===== config.mk =====
export PLATFORM = sky130hd
export DESIGN_NAME = ffba_ctrl
export DESIGN_NICKNAME = d
export VERILOG_FILES = /design/src/rtl/assert_macros.svh /design/src/rtl/ffba_pkg.sv /design/src/rtl/ffba_ctrl.sv
export SDC_FILE = /design/constraint.sdc
export NUM_CORES = 1
export LEC_CHECK = 0
export ABC_AREA = 1
export ABC_CLOCK_PERIOD_IN_PS = 1320
export BUFFER_PORTS_ARGS = -buffer_cell sky130_fd_sc_hd__buf_2
export CAP_MARGIN = 20
export CORE_MARGIN = 2
export CORE_UTILIZATION = 46
export CTS_BUF_LIST = sky130_fd_sc_hd__clkbuf_2 sky130_fd_sc_hd__clkbuf_4 sky130_fd_sc_hd__clkbuf_8
export CTS_CLUSTER_SIZE = 14
export DETAILED_ROUTE_END_ITERATION = 7
export GPL_ROUTABILITY_DRIVEN = 0
export PLACE_DENSITY = 0.9
export SLEW_MARGIN = 40
export SYNTH_ARGS = -nofsm -noshare
export SYNTH_HDL_FRONTEND = slang
export SYNTH_SLANG_ARGS = --single-unit

===== constraint.sdc =====
create_clock -name i_clk -period 1.32 [get_ports i_clk]
set_input_delay 0.066 -clock i_clk [delete_from_list [all_inputs] [get_ports i_clk]]
set_output_delay 0.066 -clock i_clk [all_outputs]
set_load 0.005 [all_outputs]

===== src/rtl/assert_macros.svh =====
// Assertion helpers used by the allocator top-level RTL file.
`ifndef ASSERT_MACROS_SVH
`define ASSERT_MACROS_SVH

// Same-cycle implication, checked outside reset.
`define ASSERT_SAME(lbl, clk, rst_n, a, c, msg) \
    lbl: assert property (@(posedge clk) disable iff (!rst_n) (a) |-> (c)) else $error(msg);

// Next-cycle implication, checked outside reset.
`define ASSERT_NEXT(lbl, clk, rst_n, a, c, msg) \
    lbl: assert property (@(posedge clk) disable iff (!rst_n) (a) |=> (c)) else $error(msg);

`endif


===== src/rtl/ffba_pkg.sv =====
`timescale 1ns / 1ps
package ffba_pkg;

    localparam int ADDR_W   = 32;
    localparam int LIMIT_W  = 21;
    localparam int STATUS_W = 3;
    localparam logic [LIMIT_W-1:0] PAGE_LIMIT_RST = 21'd1024;

    typedef enum logic [1:0] {
        FUNC_ALLOC  = 2'd0,
        FUNC_FREE   = 2'd1,
        FUNC_RESIZE = 2'd2
    } t_func;

    typedef enum logic [STATUS_W-1:0] {
        ST_OK           = 3'd0,
        ST_NULL         = 3'd1,
        ST_NO_PAGES     = 3'd2,
        ST_TABLE_FULL   = 3'd3,
        ST_UNKNOWN      = 3'd4,
        ST_DOUBLE_FREE  = 3'd5,
        ST_RESIZE_FREED = 3'd6
    } t_status;

    typedef enum logic [1:0] {
        RES_NONE = 2'd0,
        RES_HIT  = 2'd1,
        RES_NEW  = 2'd2,
        RES_IN   = 2'd3
    } t_res_sel;

    typedef enum logic {
        SCAN_FIT  = 1'b0,
        SCAN_ADDR = 1'b1
    } t_scan_mode;

    typedef enum logic [3:0] {
        S_IDLE,
        S_DISPATCH,
        S_FIND,
        S_FIT,
        S_BUMP_BASE,
        S_BUMP_END,
        S_BUMP_PAGES,
        S_BUMP_COMMIT,
        S_OLD_FREE,
        S_DONE
    } t_state;

    typedef struct packed {
        logic       load;
        logic       scan_start;
        t_scan_mode scan_mode;
        logic       bump_end;
        logic       bump_pages;
        logic       bump_commit;
        logic       wr_hit_used;
        logic       wr_hit_free;
        logic       wr_old_free;
        logic       save_old;
        logic       rsp_set;
        t_status    rsp_status;
        t_res_sel   rsp_res;
        logic       rsp_copy;
        logic       out_load;
    } t_cmd;

    typedef struct packed {
        logic [1:0] func;
        logic       addr_zero;
        logic       size_zero;
        logic       scan_done;
        logic       scan_hit;
        logic       hit_free;
        logic       hit_fits;
        logic       table_full;
        logic       end_ovf;
        logic       pages_short;
        logic       out_free;
    } t_sts;

endpackage


===== src/rtl/ffba_ctrl.sv =====
`timescale 1ns / 1ps
module ffba_ctrl import ffba_pkg::*; (
    input  logic i_clk,
    input  logic i_rst_n,
    input  logic i_in_valid,
    output logic o_in_ready,
    input  t_sts i_sts,
    output t_cmd o_cmd
);
    t_state r_state, n_state;
    logic   r_grow, n_grow;

    // state register
    always_ff @(posedge i_clk) begin
        if (!i_rst_n) begin
            r_state <= S_IDLE;
            r_grow  <= 1'b0;
        end else begin
            r_state <= n_state;
            r_grow  <= n_grow;
        end
    end

    // next state and commands
    always_comb begin
        n_state    = r_state;
        n_grow     = r_grow;
        o_cmd      = '0;
        o_in_ready = 1'b0;
        unique case (r_state)
            S_IDLE: begin
                o_in_ready = 1'b1;
                if (i_in_valid) begin
                    o_cmd.load = 1'b1;
                    n_grow     = 1'b0;
                    n_state    = S_DISPATCH;
                end
            end
            S_DISPATCH: begin
                n_state = S_DONE;
                o_cmd.rsp_set    = 1'b1;
                o_cmd.rsp_status = ST_OK;
                o_cmd.rsp_res    = RES_NONE;
                case (i_sts.func)
                    FUNC_ALLOC: begin
                        if (i_sts.size_zero) begin
                            o_cmd.rsp_status = ST_NULL;
                        end else begin
                            o_cmd.rsp_set    = 1'b0;
                            o_cmd.scan_start = 1'b1;
                            o_cmd.scan_mode  = SCAN_FIT;
                            n_state          = S_FIT;
                        end
                    end
                    FUNC_FREE: begin
                        if (!i_sts.addr_zero) begin
                            o_cmd.rsp_set    = 1'b0;
                            o_cmd.scan_start = 1'b1;
                            o_cmd.scan_mode  = SCAN_ADDR;
                            n_state          = S_FIND;
                        end
                    end
                    FUNC_RESIZE: begin
                        if (i_sts.addr_zero && i_sts.size_zero) begin
                            o_cmd.rsp_status = ST_NULL;
                        end else if (i_sts.addr_zero) begin
                            o_cmd.rsp_set    = 1'b0;
                            o_cmd.scan_start = 1'b1;
                            o_cmd.scan_mode  = SCAN_FIT;
                            n_state          = S_FIT;
                        end else begin
                            o_cmd.rsp_set    = 1'b0;
                            o_cmd.scan_start = 1'b1;
                            o_cmd.scan_mode  = SCAN_ADDR;
                            n_state          = S_FIND;
                        end
                    end
                    default: ;
                endcase
            end
            S_FIND: begin
                if (i_sts.scan_done) begin
                    o_cmd.rsp_set = 1'b1;
                    o_cmd.rsp_res = RES_NONE;
                    n_state       = S_DONE;
                    if (!i_sts.scan_hit) begin
                        o_cmd.rsp_status = ST_UNKNOWN;
                    end else if (i_sts.func == FUNC_FREE || i_sts.size_zero) begin
                        // plain free, or resize to zero
                        if (i_sts.hit_free) begin
                            o_cmd.rsp_status = ST_DOUBLE_FREE;
                        end else begin
                            o_cmd.wr_hit_free = 1'b1;
                            o_cmd.rsp_status  = (i_sts.func == FUNC_FREE) ? ST_OK : ST_NULL;
                        end
                    end else if (i_sts.hit_free) begin
                        o_cmd.rsp_status = ST_RESIZE_FREED;
                    end else if (i_sts.hit_fits) begin
                        o_cmd.rsp_status = ST_OK;
                        o_cmd.rsp_res    = RES_IN;
                    end else begin
                        // grow: keep old entry, allocate a new one
                        o_cmd.rsp_set    = 1'b0;
                        o_cmd.save_old   = 1'b1;
                        o_cmd.scan_start = 1'b1;
                        o_cmd.scan_mode  = SCAN_FIT;
                        n_grow           = 1'b1;
                        n_state          = S_FIT;
                    end
                end
            end
            S_FIT: begin
                if (i_sts.scan_done) begin
                    o_cmd.rsp_set = 1'b1;
                    if (i_sts.scan_hit) begin
                        o_cmd.wr_hit_used = 1'b1;
                        o_cmd.rsp_status  = ST_OK;
                        o_cmd.rsp_res     = RES_HIT;
                        o_cmd.rsp_copy    = r_grow;
                        n_state           = r_grow ? S_OLD_FREE : S_DONE;
                    end else if (i_sts.table_full) begin
                        o_cmd.rsp_status = ST_TABLE_FULL;
                        o_cmd.rsp_res    = RES_NONE;
                        n_state          = S_DONE;
                    end else begin
                        o_cmd.rsp_set = 1'b0;
                        n_state       = S_BUMP_BASE;
                    end
                end
            end
            S_BUMP_BASE: begin
                o_cmd.bump_end = 1'b1;
                n_state        = S_BUMP_END;
            end
            S_BUMP_END: begin
                o_cmd.bump_pages = 1'b1;
                n_state          = S_BUMP_PAGES;
            end
            S_BUMP_PAGES: begin
                n_state = S_BUMP_COMMIT;
            end
            S_BUMP_COMMIT: begin
                o_cmd.rsp_set = 1'b1;
                n_state       = S_DONE;
                if (i_sts.end_ovf) begin
                    o_cmd.rsp_status = ST_NO_PAGES;
                end else begin
                    o_cmd.bump_commit = 1'b1;
                    if (i_sts.pages_short) begin
                        o_cmd.rsp_status = ST_NO_PAGES;
                    end else begin
                        o_cmd.rsp_status = ST_OK;
                        o_cmd.rsp_res    = RES_NEW;
                        o_cmd.rsp_copy   = r_grow;
                        n_state          = r_grow ? S_OLD_FREE : S_DONE;
                    end
                end
            end
            S_OLD_FREE: begin
                o_cmd.wr_old_free = 1'b1;
                n_state           = S_DONE;
            end
            S_DONE: begin
                if (i_sts.out_free) begin
                    o_cmd.out_load = 1'b1;
                    n_state        = S_IDLE;
                end
            end
            default: n_state = S_IDLE;
        endcase
    end
endmodule


-- Word-level counts from Yosys, hierarchy flattened
Index checks and enable logic that the tools add are counted.
- $add $sub $neg: 0
- multiply operators: 0
- div/mod/pow operators: 0
- $lt $le $gt $ge: 0
- equal/unequal tests: 19
- shift-type cells: 0
- mux-type cells: 89
- bitwise operators: 0
- reduce and logical (&&, ||, !) cells: 7
- operator list (operator ; count):
    $mux 4 ; 15
    $pmux 4 s10 ; 1
    $mux 1 ; 39
    $mux 2 ; 18
    $pmux 6 s4 ; 1
    $mux 3 ; 6
    $eq 4x3->1 const B ; 4
    $ne 2x2->1 const B ; 8
    $mux 7 ; 2
    $pmux 4 s3 ; 1
    $eq 4x2->1 const B ; 2
    $eq 4x4->1 const B ; 2
    $reduce_and 7->1 ; 1
    $pmux 2 s3 ; 1
    $pmux 3 s2 ; 1
    $eq 4x1->1 const B ; 1
    $logic_not 4->1 ; 1
    $pmux 1 s2 ; 2
    $pmux 2 s2 ; 1
    $reduce_and 4->1 ; 1
    $pmux 1 s3 ; 1
    $eq 2x1->1 const B ; 1
    $eq 2x2->1 const B ; 1
    $logic_not 2->1 ; 1
    3 further kinds ; 3
- register bits after elaboration: 5
- bits in latches: 0
- memory bits (writable): 0
- memory bits (read-only): 0
- bits of input ports: 15
- memories kept: 0

-- Logic depth before layout (Yosys ltp)
- depth in word-level cells: 7
- depth in mapped cells: 9
- depth with buffers taken out: 9

-- Worst setup path before layout
Ideal clock, no wire load.
- kind: reg-to-output
- from: register r_state[2]
- to: output o_cmd[2] in the netlist's numbering
- data arrival time: 1.162 ns
- data required time: 1.254 ns
- path slack: 0.092 ns
- cell stages (with the launch flop): 7
- cells stage by stage: dfxtp_1 nor2_4 nand2_2 nor2_4 nand2_2 or3b_1 nand2_1
- RTL lines (element ; line ; RTL):
    start, declared ; ffba_ctrl.sv:10 ; t_state r_state, n_state;
    start signal, assigned ; ffba_ctrl.sv:19 ; r_state <= n_state;
    end, declared ; ffba_ctrl.sv:8 ; output t_cmd o_cmd

==> results.toml <==
[setup_path]
worstSetupPathType = "flip-flop to output port"
r2r-end = "r_state[3]$_SDFFE_PN0P_"
reg2reg_slack_ps = -190
critPathBufInv = 5
critPathMaxFanout = 2
slowest_stage = "dfxtp_4"
r2r_cells = 11
cpPeakStageDelay_ps = 350
crit_family = "buffers and inverters"
path_cells = "buf_4 > buf_6 > inv_4 > nand2_4 > nor2_4 > inv_2 > nor2_2 > nand2_1 > a21oi_1 > buf_2"
start_kind = "flip-flop"
arrival_ps = 1590
reg2reg_from = "r_state[3]$_SDFFE_PN0P_"
crit_required_ps = 1250
endpoint_kind = "output port"

[power_and_ir_drop]
p_switching_mw = 0.444
vdd_drop_max_mv = 0.729
p_sw_frac = 0.445
p_int_mw = 0.553
seq_power_share = 0.217
combPwrFrac = 0.585
power_density_nw_per_um2 = 872
p_leak_nw = 0.605
clock_power_share = 0.198

[status]
status = "finished with violations"
violations = "setup timing"

[routing]
routed_via_density = 5.61
routed_wl_um = 2770
drt-pass1-iter-count = 4
vias = 1082
ant_nets = 0
avgRoutedWirePerCell_um = 14.4
drt_iter0_drc = 41
drcViolationCount = 0

[finish]
nets = 194
final-seq-area_um2 = 113
final_cells = 193
nFillCells = 67
drive_gt1_frac = 0.539
syn_to_final_growth_pct = 75.4
multi_input_area_um2 = 561
antenna_cells = 0

[timing]
holdWs_ps = 129
finClkSkew_ps = 0.445
slew_violations = 0
period_minus_slack_ps = 1650
slew_headroom = 0.780
fmax_mhz = 605
setup_ws_ps = -332
post-route-period-util = 1.25
rsz0062_at_grt = "yes"
finalHoldViolCount = 0
tightest_slew_ps = 330
setup-violations-final = 17

[floorplan]
rows = 13
fp.dieArea_um2 = 1730
die_w_um = 41.6
die_y_um = 41.6
start_util = 0.495
pin_count = 34
core-area_um2 = 1320

[synth]
synth_async_sr_flop_share = 0
synth-edff-count = 0
synth_area_leaders = "nand2_1 (18%), dfxtp_1 (15%), inv_1 (14%)"
synthDistinctLibCells = 21
syn_inst = 122
synth.top_cells.by_count = "nand2_1 (31), inv_1 (24), nor2_1 (16)"
yosysTopAreaCell = "nand2_1"
ys_seq_area_frac = 0.154
ys.flop_type = "dfxtp_1"
yosysMostFrequentCell = "nand2_1"
syn-cell-area_um2 = 652
synth_top_area_frac = 0.179
synth_area_per_cell_um2 = 5.34
yosysWarningCount = 0
synth_seq_cells = 5
synth_fp_nets = 137

[clock_tree]
cts_root_buffer = "clkbuf_4"
worstSkewPairLatency_ps = 240
clock_sinks = 5
clk_pin_slew_ps = 40
clk_path_buf_depth = 2
cts_tree = "built"
cts_buffers = 3
ctsHoldBuffers = 0
htree_levels = 1

[global_routing]
grtUsageTotal = 0.258
antenna_found_initial = 0
grt_max_degree = 8
grt_pass1_wl_um = 3490
grt_pass1_vias = 929
gr-total-overflow = 0

[hold_path]
hp-class = "input port to flip-flop"
min_path_cells = 3
hold_end = "r_state[3]$_SDFFE_PN0P_"
min_from = "i_rst_n"

[place]
dp.cells = 176
dp.final_hpwl_um = 1670
port_buffers = 33

[job]
drv_cap = 0
-- timing repair --
| action | CTS | global route |
|---|---|---|
| gates resized for setup | 16 | 31 |
| cloned | 0 | 0 |
| buffers inserted | 7 | 7 |
| pin swaps | 5 | 6 |
| setup endpoints to repair | 15 | 18 |
-- layout make-up --
class                      count  share of cell area
clock buffer                   4              0.0263
inverter                      25              0.0864
multi-input combinational     92               0.490
sequential                     5              0.0985
tap                           15              0.0164
timing repair buffer          52               0.282
-- power groups by stage --
| stage | registers (mW) | clock network, mW | logic, mW |
|---|---|---|---|
| final | 0.216 | 0.198 | 0.583 |
| after global routing | 0.215 | 0.222 | 0.626 |
| after CTS | 0.210 | 0.204 | 0.462 |
| after detailed placement | 0.208 | 0 | 0.384 |
| after global placement | 0.205 | 0 | 0.372 |
| after floorplan | 0.200 | 0 | 0.249 |
-- through the flow --
| stage | utilization | setup slack (ps) | power [mW] | instance area [µm²] | TNS, ps |
|---|---|---|---|---|---|
| global route | 0.868 | -379 | 1.06 | 1140 | -4240 |
| CTS | 0.754 | -244 | 0.876 | 993 | -1590 |
| detailed placement | 0.669 | -36.1 | 0.591 | 881 | -118 |
| finish | 0.868 | -332 | 0.997 | 1140 | -3120 |
| global placement | 0.669 | 21.3 | 0.577 | 881 | 0 |
| floorplan | - | 91.9 | 0.448 | 652 | 0 |
-- routing by layer --
metal | global-route usage | vias to the layer above | wire length, µm
met5 | 0 | - | 0
met4 | 0.168 | 0 | 169
met3 | 0.0348 | 20 | 224
met2 | 0.466 | 85 | 1370
met1 | 0.275 | 475 | 1010
li1 | - | 502 | -
-- worst register-to-register path, cell delays in order (launching register included) --
cell	delay, ps
dfxtp_4	360
buf_4	120
buf_6	100
inv_4	40
nand2_4	70
nor2_4	40
buf_4	140
buf_4	130
nor2_1	110
nand4_1	150
nand2_1	110
a21oi_2	50
-- worst max path at each step --
stage	cells after the start	slack (ps)	start	to
after floorplan	6	90	r_state[2]$_SDFFE_PN0P_	o_cmd[2]
after global placement	7	20	r_state[0]$_SDFFE_PN0P_	o_cmd[7]
after detailed placement	7	-40	r_state[2]$_SDFFE_PN0P_	o_cmd[2]
after CTS	7	-240	r_state[3]$_SDFFE_PN0P_	o_cmd[2]
after global routing	7	-380	r_state[3]$_SDFFE_PN0P_	o_cmd[3]
final	10	-330	r_state[3]$_SDFFE_PN0P_	o_cmd[1]
-- state kept, by name, indices dropped and copies added, names as in the netlist --
signal   count
r_state      4
r_grow       1
-- cell usage in the layout, fill, tap and decap left out, types with 3 or more instances in the layout --
master and count:
a21oi_1 6, nor2_4 8, nor2_2 6, inv_2 4, nand2_2 7, nand4_1 4, inv_1 19, nand2_1 24
buf_4 15, nand3_1 5, o21ai_0 6, buf_6 4, nor2_1 10, clkbuf_4 4, dfxtp_4 3, buf_2 33
-- kinds of logic (layout without fill, tap and decap cells) --
family,count (synthesis),in the layout,share of synthesized area
flip-flops,5,5,0.154
AO/OA/AOI/OAI,19,19,0.177
buffers and inverters,25,81,0.144
AND/OR/NAND/NOR,73,73,0.526
Note: power is estimated with default switching activity, not from simulation.
